===== src/hw/rtl/utcofs_pkg.sv =====
// shared types and constants for the utc offset string parser
// no dependencies; used by utcofs_parse and utc_offset_string_to_seconds_core
package utcofs_pkg;

  typedef enum logic [2:0] {
    PhU     = 3'd0,
    PhT     = 3'd1,
    PhC     = 3'd2,
    PhSign  = 3'd3,
    PhHours = 3'd4,
    PhColon = 3'd5,
    PhMins  = 3'd6,
    PhDone  = 3'd7
  } parse_phase_e;

  localparam logic [7:0] CharU     = 8'h55;
  localparam logic [7:0] CharT     = 8'h54;
  localparam logic [7:0] CharC     = 8'h43;
  localparam logic [7:0] CharPlus  = 8'h2B;
  localparam logic [7:0] CharMinus = 8'h2D;
  localparam logic [7:0] CharColon = 8'h3A;
  localparam logic [7:0] CharZero  = 8'h30;
  localparam logic [7:0] CharNine  = 8'h39;

  localparam logic [1:0] MaxDigits = 2'd2;

  localparam int unsigned ValueWidth  = 7;
  localparam int unsigned OffsetWidth = 20;
  localparam int unsigned MagWidth    = 19;

  localparam logic [11:0] SecPerHour = 12'd3600;
  localparam logic [5:0]  SecPerMin  = 6'd60;

  typedef struct packed {
    logic                  negative;
    logic [ValueWidth-1:0] hours;
    logic [ValueWidth-1:0] minutes;
  } parse_result_t;

endpackage


===== src/hw/rtl/utc_offset_string_to_seconds_core.sv =====
// utc offset string to seconds converter, top level
// depends on utcofs_pkg and utcofs_parse
//
// input stream: one ascii character per transfer on s_axis_tdata, s_axis_tlast
// marks the last character of an offset string such as UTC+10:30.
// output stream: one signed offset in seconds per string on m_axis_tdata,
// 20 bits two's complement, upper 4 bits zero.
// throughput: one character per cycle while s_axis_tready is high; the parser
// updates its state in the cycle the character is taken.
// pipeline: the sign, hours and minutes parsed up to the last character are
// registered in the snapshot stage; the hours*3600 + minutes*60 multiply-add
// and the negation are then registered in the output stage.
// reset: the parser returns to expecting the letter U, both pipeline stages
// empty. the parser also returns there after each last character.
// stall: when m_axis_tready is low the result holds; the snapshot stage
// still takes one more string, then s_axis_tready drops until the output
// drains.
module utc_offset_string_to_seconds_core import utcofs_pkg::*; (
  input  logic        clk_i,
  input  logic        rst_ni,
  input  logic        s_axis_tvalid,
  output logic        s_axis_tready,
  input  logic [7:0]  s_axis_tdata,   // [7:0] text_char
  input  logic        s_axis_tlast,   // is_final
  output logic        m_axis_tvalid,
  input  logic        m_axis_tready,
  output logic [23:0] m_axis_tdata    // [19:0] offset_seconds
);

  parse_result_t          parse_res;
  parse_result_t          snap_q;
  logic                   snap_valid_q;
  logic                   out_valid_q;
  logic [OffsetWidth-1:0] out_data_q, out_data_d;
  logic [MagWidth-1:0]    mag;
  logic                   out_free, snap_free, in_xfer;

  assign out_free      = !out_valid_q || m_axis_tready;
  assign snap_free     = !snap_valid_q || out_free;
  assign s_axis_tready = snap_free;
  assign in_xfer       = s_axis_tvalid && snap_free;

  utcofs_parse u_parse (
    .clk_i    (clk_i),
    .rst_ni   (rst_ni),
    .take_i   (in_xfer),
    .char_i   (s_axis_tdata),
    .final_i  (s_axis_tlast),
    .result_o (parse_res)
  );

  always_comb begin
    mag = MagWidth'(snap_q.hours) * MagWidth'(SecPerHour)
        + MagWidth'(snap_q.minutes) * MagWidth'(SecPerMin);
    out_data_d = snap_q.negative ? OffsetWidth'(-{1'b0, mag}) : OffsetWidth'(mag);
  end

  always_ff @(posedge clk_i or negedge rst_ni) begin
    if (!rst_ni) begin
      snap_valid_q <= 1'b0;
      out_valid_q  <= 1'b0;
    end else begin
      if (snap_free) snap_valid_q <= in_xfer && s_axis_tlast;
      if (out_free)  out_valid_q  <= snap_valid_q;
    end
  end

  always_ff @(posedge clk_i) begin
    if (snap_free && in_xfer && s_axis_tlast) snap_q <= parse_res;
    if (out_free && snap_valid_q) out_data_q <= out_data_d;
  end

  assign m_axis_tvalid = out_valid_q;
  assign m_axis_tdata  = {4'd0, out_data_q};

  a_range: assert property (@(posedge clk_i) disable iff (!rst_ni)
    out_valid_q |-> ($signed(out_data_q) >= -20'sd362340 &&
                     $signed(out_data_q) <= 20'sd362340))
    else $error("offset out of range");

  a_ready_low: assert property (@(posedge clk_i) disable iff (!rst_ni)
    !s_axis_tready |-> (snap_valid_q && out_valid_q && !m_axis_tready))
    else $error("input stalled without a full pipeline");

  a_snap_hold: assert property (@(posedge clk_i) disable iff (!rst_ni)
    (snap_valid_q && !out_free) |=> (snap_valid_q && $stable(snap_q)))
    else $error("snapshot lost while output stalled");

  a_drain: assert property (@(posedge clk_i) disable iff (!rst_ni)
    (out_free && !snap_valid_q) |=> !out_valid_q)
    else $error("result invented");

endmodule


===== src/hw/rtl/utcofs_parse.sv =====
// character parser: phase state, hour and minute accumulation
// depends on utcofs_pkg
module utcofs_parse import utcofs_pkg::*; (
  input  logic          clk_i,
  input  logic          rst_ni,
  input  logic          take_i,
  input  logic [7:0]    char_i,
  input  logic          final_i,
  output parse_result_t result_o
);

  parse_phase_e          phase_q, phase_d;
  logic [1:0]            cnt_q, cnt_d, cnt_inc;
  logic [ValueWidth-1:0] hour_q, hour_d, min_q, min_d;
  logic                  neg_q, neg_d;
  logic                  search, is_digit;
  logic [3:0]            digit_val;
  logic [10:0]           acc_wide;

  assign is_digit  = (char_i >= CharZero) && (char_i <= CharNine);
  assign digit_val = is_digit ? 4'(char_i - CharZero) : 4'd0;

  always_comb begin
    phase_d  = phase_q;
    cnt_d    = cnt_q;
    hour_d   = hour_q;
    min_d    = min_q;
    neg_d    = neg_q;
    search   = 1'b1;
    cnt_inc  = 2'd0;
    acc_wide = 11'd0;
    if (search && phase_q <= PhU) begin
      phase_d = PhT;
      if (char_i == CharU) search = 1'b0;
    end
    if (search && phase_q <= PhT) begin
      phase_d = PhC;
      if (char_i == CharT) search = 1'b0;
    end
    if (search && phase_q <= PhC) begin
      phase_d = PhSign;
      if (char_i == CharC) search = 1'b0;
    end
    if (search && phase_q <= PhSign) begin
      phase_d = PhHours;
      cnt_d   = 2'd0;
      if (char_i == CharPlus) begin
        neg_d  = 1'b0;
        search = 1'b0;
      end else if (char_i == CharMinus) begin
        neg_d  = 1'b1;
        search = 1'b0;
      end
    end
    if (search && phase_q <= PhHours) begin
      if (is_digit) begin
        acc_wide = 11'(hour_q) * 11'd10 + 11'(digit_val);
        hour_d   = acc_wide[ValueWidth-1:0];
        cnt_inc  = cnt_d + 2'd1;
        if (cnt_inc >= MaxDigits) begin
          phase_d = PhColon;
          cnt_d   = 2'd0;
        end else begin
          phase_d = PhHours;
          cnt_d   = cnt_inc;
        end
        search = 1'b0;
      end else begin
        phase_d = PhColon;
        cnt_d   = 2'd0;
      end
    end
    if (search && phase_q <= PhColon) begin
      if (char_i == CharColon) begin
        phase_d = PhMins;
        cnt_d   = 2'd0;
        search  = 1'b0;
      end else begin
        // no colon: the parse ends here, minutes are never tried
        phase_d = PhDone;
        search  = 1'b0;
      end
    end
    if (search && phase_q <= PhMins) begin
      if (is_digit) begin
        acc_wide = 11'(min_q) * 11'd10 + 11'(digit_val);
        min_d    = acc_wide[ValueWidth-1:0];
        cnt_inc  = cnt_d + 2'd1;
        if (cnt_inc >= MaxDigits) begin
          phase_d = PhDone;
          cnt_d   = 2'd0;
        end else begin
          cnt_d = cnt_inc;
        end
        search = 1'b0;
      end else begin
        phase_d = PhDone;
      end
    end
  end

  assign result_o = '{negative: neg_d, hours: hour_d, minutes: min_d};

  always_ff @(posedge clk_i or negedge rst_ni) begin
    if (!rst_ni) begin
      phase_q <= PhU;
      cnt_q   <= 2'd0;
      hour_q  <= '0;
      min_q   <= '0;
      neg_q   <= 1'b0;
    end else if (take_i) begin
      if (final_i) begin
        phase_q <= PhU;
        cnt_q   <= 2'd0;
        hour_q  <= '0;
        min_q   <= '0;
        neg_q   <= 1'b0;
      end else begin
        phase_q <= phase_d;
        cnt_q   <= cnt_d;
        hour_q  <= hour_d;
        min_q   <= min_d;
        neg_q   <= neg_d;
      end
    end
  end

endmodule

===== config.mk =====
export PLATFORM = sky130hd
export DESIGN_NAME = utc_offset_string_to_seconds_core
export DESIGN_NICKNAME = d
export VERILOG_FILES = /design/src/hw/rtl/utcofs_pkg.sv /design/src/hw/rtl/utc_offset_string_to_seconds_core.sv /design/src/hw/rtl/utcofs_parse.sv
export SDC_FILE = /design/constraint.sdc
export NUM_CORES = 1
export LEC_CHECK = 0
export ABC_AREA = 1
export BUFFER_PORTS_ARGS = -buffer_cell sky130_fd_sc_hd__clkbuf_2
export CAP_MARGIN = 20
export CORE_MARGIN = 8
export CORE_UTILIZATION = 30
export CTS_BUF_LIST = sky130_fd_sc_hd__clkbuf_16
export CTS_CLUSTER_DIAMETER = 50
export CTS_CLUSTER_SIZE = 12
export DETAILED_ROUTE_END_ITERATION = 8
export PLACE_DENSITY_LB_ADDON = 0.1
export RECOVER_POWER = 25
export SETUP_SLACK_MARGIN = 0.4
export SLEW_MARGIN = 10
export SYNTH_ARGS = -nofsm -noshare
export SYNTH_HDL_FRONTEND = slang
export SYNTH_HIERARCHICAL = 1
export SYNTH_SLANG_ARGS = --single-unit

===== constraint.sdc =====
create_clock -name clk_i -period 4.98 [get_ports clk_i]
set_clock_uncertainty 0.05 [all_clocks]
set_input_delay 0 -clock clk_i [delete_from_list [all_inputs] [get_ports clk_i]]
set_output_delay 0 -clock clk_i [all_outputs]
set_load 0.05 [all_outputs]

==> out/qor.yml, run 1 <==
via_per_inst: 4.31
min_period_ns: 4.57
grt.busiest_layer: "met2"
fill_cells: 2088
crit_family: "adder cells"
first_global_vias: 4693
worstSetupPathDepth: 24
fin_util_pct: 34.9
required_ns: 5.00
drt_pass1_iterations: 4
initial_utilization_pct: 30.6
clockBufferDepth: 2
status: "complete, no violations"
die_w_um: 157
hp-class: "input port to flip-flop"
slew_headroom_pct: 7.67
core_area_mm2: 0.0195
syn_avg_cell_area_um2: 7.78
maxCapViolCount: 0
track_usage_pct: 10.8
tritoncts: "built"
crit_path_cell_trace: "fa_1 > inv_2 > fa_1 > inv_2 > fa_2 > nand3_2 > nand2_2 > a21oi_2 > o21ai_2 > a21o_1 > a21oi_2 > xnor2_1 > ha_1 > a21o_1 > nor2_2 > nand3_4 > xor2_4 > inv_2 > nor2_1 > nand2_1 > nand2_2 > nand3_2 > nand2_1 > inv_1"
cts_sinks: 55
final_cell_mix: "nand2_1, inv_1, ha_1"
wl_per_cell_um: 12.0
nets: 921
cp-start-kind: "flip-flop"
final_cell_area_mm2: 0.00682
async_flop_share_pct: 40.0
worst_pin_slew_ns: 1.38
drc: 0
fin_tns_setup_ns: 0
ys_ff_latch: 55
die_y_um: 157
ys_warn_count: 6
diodes: 0
synth_cells: 767
p_per_area_mw_per_mm2: 427
place_area_mm2: 0.00642
crit_type: "flip-flop to flip-flop"
fin_crit_sh_pct: 91.8
drive_above_1_share_pct: 19.3
ant_nets: 0
num_io_pins: 39
synth_flop_cell: "edfxtp_1"
via_count: 4659
rsz0062_at_grt: "yes"
grt.met1_usage_pct: 12.6
numCtsBuffers: 5
hold_viol_final: 0
totalWireLength_mm: 13.0
ir_worst_vdd_mv: 0.159
met2_usage_pct: 19.8
grt_pass1_wl_mm: 21.8
p_leak_nw: 3.53
area_growth_pct: 14.3
final_common_cell: "nand2_1"
p_total_mw: 2.91
worstSkewPairLatency_ns: 0.31
yosysSeqAreaShare_pct: 25.8
cts_root_buf: "clkbuf_16"
end_kind: "flip-flop"
synth_cell_types: 45
max_stage_delay_ns: 0.60
grt_antenna_before_repair: 0
place.gp.congestion: 0.869
synth-edff-count: 33
drt-initial-drc-count: 134
die_area_mm2: 0.0247
stdcell_count: 1080
htree_levels: 2
place_inst: 1060
grt-ovfl-total: 0
drv_slew: 0
hpwl_mm: 10.6
worst-path-buf-inv: 4
arrival_ns: 4.59
setup_violations: 0
syn_area_mm2: 0.00597
r2r_cells: 24
holdPathStages: 4
placementRows: 51
grt_max_degree: 23
fmax_mhz: 219
grtUsageMet3_pct: 2.11
cpMostUsedCell: "inv_2"
numPortBuffers: 32
cp_max_fo: 5
cts.reportedPaths.clkPinSlew_ns: 0.08
crit_path_top_delay_cell: "fa_1"
==> stage by stage <==
step	hold WS, ns	setup slack (ns)
2_1_floorplan	-0.346	0.530
6_report	0.124	0.407
5_1_grt	0.115	0.149
3_3_place_gp	-0.00626	0.292
3_5_place_dp	0.0167	0.243
4_1_cts	0.0908	0.393
==> repair_timing <==
item,4_1_cts,5_1_grt
endpoints found under the setup margin,7,8
endpoints found under the hold margin,24,0
hold buffers,4,0
buffers inserted,3,4
resized for setup,11,25
pin swaps,8,29
==> tightest hold or removal path, delay by kind of cell <==
kind | cells | cell delay (ns)
buffers and inverters | 1 | 0.11
and+or+nand+nor | 3 | 0.33
==> report_power, final <==
part / total [mW] / internal, mW / switching, mW
registers: 0.620 / 0.586 / 0.0339
logic: 1.87 / 0.666 / 1.20
clock network: 0.427 / 0.243 / 0.184
==> path summary, 6_finish.rpt <==
path / slack [ns] / end / startpoint
setup / recovery: 0.41 / out_data_q[18] / snap_q[1]
hold / removal: 0.12 / u_parse/phase_q[0] / s_axis_tlast
setup reg to reg: 0.41 / out_data_q[18] / snap_q[1]
hold reg to reg: 0.43 / m_axis_tvalid / snap_valid_q
max in group asynchronous: 3.59 / u_parse/hour_q[3] / rst_ni
min in group asynchronous: 0.48 / u_parse/min_q[4] / rst_ni
==> registers in the layout (all words and copies together) (netlist names) <==
| name | count |
|---|---|
| u_parse/min_q | 7 |
| u_parse/cnt_q | 2 |
| u_parse/neg_q | 1 |
| snap_q | 15 |
| snap_valid_q | 1 |
| u_parse/phase_q | 3 |
| out_data_q | 18 |
| m_axis_tvalid | 1 |
| u_parse/hour_q | 7 |
==> Yosys cell counts, types with 8 or more instances <==
| library cell | n | share of area [%] |
|---|---|---|
| a21oi_1 | 17 | 1.4 |
| dfrtp_1 | 22 | 9.2 |
| edfxtp_1 | 33 | 17 |
| fa_1 | 21 | 7.0 |
| ha_1 | 73 | 15 |
| inv_1 | 145 | 9.1 |
| inv_2 | 8 | 0.50 |
| nand2_1 | 180 | 11 |
| nand2_2 | 28 | 2.9 |
| nand3_1 | 38 | 3.2 |
| nand3_2 | 11 | 1.8 |
| nand4_1 | 9 | 0.94 |
| nor2_1 | 47 | 3.0 |
| o21ai_0 | 19 | 1.6 |
| o21ai_1 | 8 | 0.67 |
| o21ai_2 | 8 | 1.2 |
| o22ai_1 | 8 | 0.84 |
| xnor2_1 | 19 | 2.8 |
| xor2_1 | 16 | 2.3 |
==> final cells by class <==
type / count / area [µm²] / area share (%)
Sequential cell: 55 / 1540 / 22.6
Multi-Input combinational cell: 550 / 3920 / 57.4
Tap cell: 265 / 332 / 4.86
Inverter: 155 / 584 / 8.56
Timing Repair Buffer: 47 / 275 / 4.03
Clock buffer: 5 / 125 / 1.83
Clock inverter: 3 / 50.0 / 0.734
==> kinds of logic (layout without fill, tap and decap cells) <==
logic type,count (synthesis),after routing,share of synthesized area [%]
other,1,6,0.0628
and+or+nand+nor,343,343,27.6
buffers and inverters,167,210,11.3
xor gates and xnor gates,36,36,5.60
DFF,55,55,25.8
AOI/OAI and AO/OA,71,71,7.32
adders and majority gates,94,94,22.3
==> layer usage <==
| metal | part of all wire [%] | routed length, µm |
|---|---|---|
| met2 | 50 | 6490 |
| met1 | 46 | 5940 |
| met5 | 0 | 0 |
| met3 | 3.3 | 429 |
| met4 | 1.1 | 146 |
Power figures use the tool's default switching activity.
==> run 2: changes to the inputs <==
--- a/config.mk
+++ b/config.mk
@@ -5,7 +5,6 @@
 export SDC_FILE = /design/constraint.sdc
 export NUM_CORES = 1
 export LEC_CHECK = 0
-export ABC_AREA = 1
 export BUFFER_PORTS_ARGS = -buffer_cell sky130_fd_sc_hd__clkbuf_2
 export CAP_MARGIN = 20
 export CORE_MARGIN = 8
==> run 2 against run 1 <==
The run now ends with negative setup slack left. Area after synthesis is 9.4% lower. Worst setup slack worse by 0.55 ns. Routed wire length fell by 6.6%. Non-clock buffer count increased by 52. Fmax is 11% lower. Power grew 20%. Clock power shrank 11%. First-iteration DRC count up 34%.
==> out/qor.yml, run 2 <==
status: "finished, violations left"
failed_checks: "negative setup slack"
synth_area_leaders: "edfxtp_1, ha_1, dfrtp_1"
rsz0062_at_grt: "yes"
intPower_mw: 1.99  # +33%
fill_cells: 1775  # -15%
die_w_um: 150  # -4.3%
ant_nets: 0  # unchanged
via_count: 4159  # -11%
grt-ovfl-total: 0  # unchanged
synth_flop_cell: "edfxtp_1"
reg2reg_to: "out_data_q[19]"
final_common_cell: "ha_1"
via_per_inst: 4.77  # +11%
hpwl_mm: 9.63  # -9.2%
totalWireLength_mm: 12.2  # -6.6%
grt_pass1_wl_mm: 20.3  # -6.8%
numPortBuffers: 32  # unchanged
fin_util_pct: 37.7  # +2.8 points
power_frac_seq_pct: 19.5  # -1.8 points
arrival_ns: 5.13  # +0.54 ns
drt-initial-drc-count: 179  # +34%
ir_worst_vdd_mv: 0.364  # +130%
syn_avg_cell_area_um2: 9.87  # +27%
first_global_vias: 4246  # -9.5%
p_leak_nw: 2.98  # -15%
r2r-start: "snap_q[2]"
yosysMostFrequentCell: "ha_1"
yosys.area_share.simple_pct: 12.4  # -15 points
synth_cell_types: 82  # +82%
fmax_mhz: 195  # -11%
synth_cells: 548  # -29%
cts_root_buf: "clkbuf_16"
crit_path_end: "out_data_q[19]"
nets: 748  # -19%
area_growth_pct: 24.5
die_area_mm2: 0.0226  # -8.5%
regMostFlops: "out_data_q"
htree_levels: 2  # unchanged
syn_area_mm2: 0.00541  # -9.4%
yosysTopAreaCell: "edfxtp_1"
fin_ws_ns: -0.145  # -0.553 ns
comb_power_share_pct: 69.7  # +5.6 points
num_io_pins: 39  # unchanged
placementRows: 49  # -3.9%
clkPwrFrac_pct: 10.9  # -3.8 points
maxCapViolCount: 0  # unchanged
diodes: 0  # unchanged
required_ns: 4.98  # -0.02 ns
fin_crit_sh_pct: 103  # +11 points
critPathLaunch: "snap_q[2]"
worst_pin_slew_ns: 1.36  # -0.0290 ns
async_flop_share_pct: 40.0  # unchanged
synth-xor-area-share_pct: 9.70  # +4.1 points
worstSkewPairLatency_ns: 0.31  # about the same
synth_top_cell_area_share_pct: 18.3  # +1.7 points
p_per_area_mw_per_mm2: 518  # +21%
end_kind: "flip-flop"
switching_power_mw: 1.50  # +5.6%
wl_per_cell_um: 14.0  # +16%
drive_above_1_share_pct: 23.8  # +4.6 points
slew_headroom_pct: 9.60  # +1.9 points
clockBufferDepth: 2  # unchanged
r2r_slack_ns: -0.15  # -0.55 ns
synth-edff-count: 33  # unchanged
place.gp.congestion: 0.848  # -2.5%
cts_sinks: 55  # unchanged
min_period_ns: 5.13  # +0.553 ns
drv_slew: 0  # unchanged
dpl_worst_slack_ns: -0.229  # -0.472 ns
crit_type: "flip-flop to flip-flop"
hold_viol_final: 0  # unchanged
drc: 0  # unchanged
core_area_mm2: 0.0178  # -8.6%
r2r_cells: 21  # -13%
final_cell_mix: "ha_1, inv_1, buf_4"
place_area_mm2: 0.00619  # -3.6%
largest_register_ffs: 18  # unchanged
hp-class: "input port to flip-flop"
final_cell_area_mm2: 0.00673  # -1.4%
synthTopCellsByCount: "ha_1, inv_1, xnor2_1, nand2_1, edfxtp_1"
die_y_um: 150  # -4.3%
drt_pass1_iterations: 4  # unchanged
yosysSeqAreaShare_pct: 28.5  # +2.7 points
synth_top_family_by_area: "adder cells"
synth_compound_area_share_pct: 16.3  # +9.0 points
numCtsBuffers: 5  # unchanged
reg_top3: "out_data_q (18), snap_q (15)"
cts.reportedPaths.clkPinSlew_ns: 0.08  # about the same
grt_max_degree: 23  # unchanged
cp-start-kind: "flip-flop"
muxShareOfSynthArea_pct: 1.43  # +1.4 points
grt_antenna_before_repair: 0  # unchanged
tritoncts: "built"
initial_utilization_pct: 30.3  # -0.26 points
switching_share_pct: 42.9  # -5.7 points
cp_max_fo: 4  # -1
setup_violations: 2  # +2
ys_ff_latch: 55  # unchanged
synth-adder-area-share_pct: 24.7  # +2.3 points
ys_warn_count: 6  # unchanged
track_usage_pct: 11.1  # +0.26 points
-- run 2: cell count changes in the layout (fill, tap and decap cells not counted), moves of 8 or more --
cell | before | now
a22oi_1 | 0 | 9
nand3_2 | 13 | 1
nand2_1 | 173 | 44
nor2_2 | 10 | 2
xnor2_1 | 18 | 43
buf_4 | 10 | 56
o2bb2ai_1 | 0 | 8
nand2_2 | 34 | 0
nand3_1 | 36 | 3
inv_1 | 140 | 60
nor2_1 | 43 | 18
inv_2 | 13 | 4
-- run 2: power by group through the flow --
| stage | Clock, mW | Combinational (mW) | Sequential [mW] |
|---|---|---|---|
| after floorplan | 0 | 1.23 | 0.823 |
| after global placement | 0 | 1.93 | 0.689 |
| after detailed placement | 0 | 1.95 | 0.689 |
| after CTS | 0.399 | 2.30 | 0.680 |
| after global routing | 0.408 | 2.66 | 0.690 |
| final | 0.380 | 2.43 | 0.678 |
-- run 2: timing repair --
item                                    CTS  global route
pin swaps                                23            16
hold buffers                              2             0
endpoints found under the setup margin    8            10
buffers inserted                         12             5
hold endpoints to repair                 23             0
gates resized for setup                  31            15
-- run 2: area by class of cell --
cell class	count	area [µm²]	share of cell area, %
repair buffers	99	701	10.4
well taps	229	287	4.26
clock buffers	5	125	1.86
inverters	65	248	3.68
multi-input cells	415	3800	56.5
clock inverters	3	26.3	0.390
flip-flops and latches	55	1540	22.9
-- run 2: worst min path at each step --
stage	cells after the start	slack (ns)	startpoint	endpoint
after floorplan	0	-0.35	rst_ni	m_axis_tvalid
after global placement	1	0.01	rst_ni	u_parse/min_q[3]
after detailed placement	1	0.004	rst_ni	u_parse/min_q[3]
after CTS	3	0.07	s_axis_tdata[2]	u_parse/neg_q
after global routing	3	0.13	s_axis_tdata[2]	u_parse/neg_q
final	3	0.08	s_axis_tdata[2]	u_parse/neg_q
-- run 2: cell families after synthesis --
group,after synthesis
XOR/XNOR,59
buffers and inverters,83
AO/OA/AOI/OAI,124
multiplexers,7
adder cells (fa/ha/maj),94
other,1
AND/OR/NAND/NOR,125
flip-flops,55
-- run 2: critical path, cell delays in order (launching register included) --
cell and delay (ns):
edfxtp_1 0.44, fa_1 0.55, inv_1 0.06, fa_1 0.49
inv_2 0.06, ha_4 0.20, a21o_1 0.18, a21oi_2 0.13
o21bai_1 0.09, a21oi_2 0.15, o21bai_1 0.07, a21oi_1 0.16
xnor2_1 0.15, ha_1 0.28, a21o_1 0.23, o21a_1 0.22
o31a_4 0.14, nor2_4 0.15, xor2_1 0.18, a31oi_2 0.11
or4_1 0.52, o31a_1 0.29
-- run 2: layer usage --
| layer | vias to the layer above | GRT usage, % | part of all wire, % |
|---|---|---|---|
| met5 | - | 0 | 0 |
| met4 | 0 | 3.15 | 1.6 |
| met3 | 12 | 2.31 | 3.7 |
| met2 | 63 | 20.0 | 50 |
| met1 | 1972 | 12.9 | 45 |
| li1 | 2112 | - | - |
-- run 2: through the flow --
stage | power, mW | instances | setup TNS (ns) | hold WS [ns]
2_1_floorplan | 2.06 | 553 | -0.0775 | -0.346
3_3_place_gp | 2.62 | 844 | -0.347 | 0.0120
3_5_place_dp | 2.64 | 844 | -0.610 | 0.00356
4_1_cts | 3.38 | 866 | -0.395 | 0.0651
5_1_grt | 3.75 | 871 | -1.71 | 0.131
6_report | 3.49 | 871 | -0.195 | 0.0788
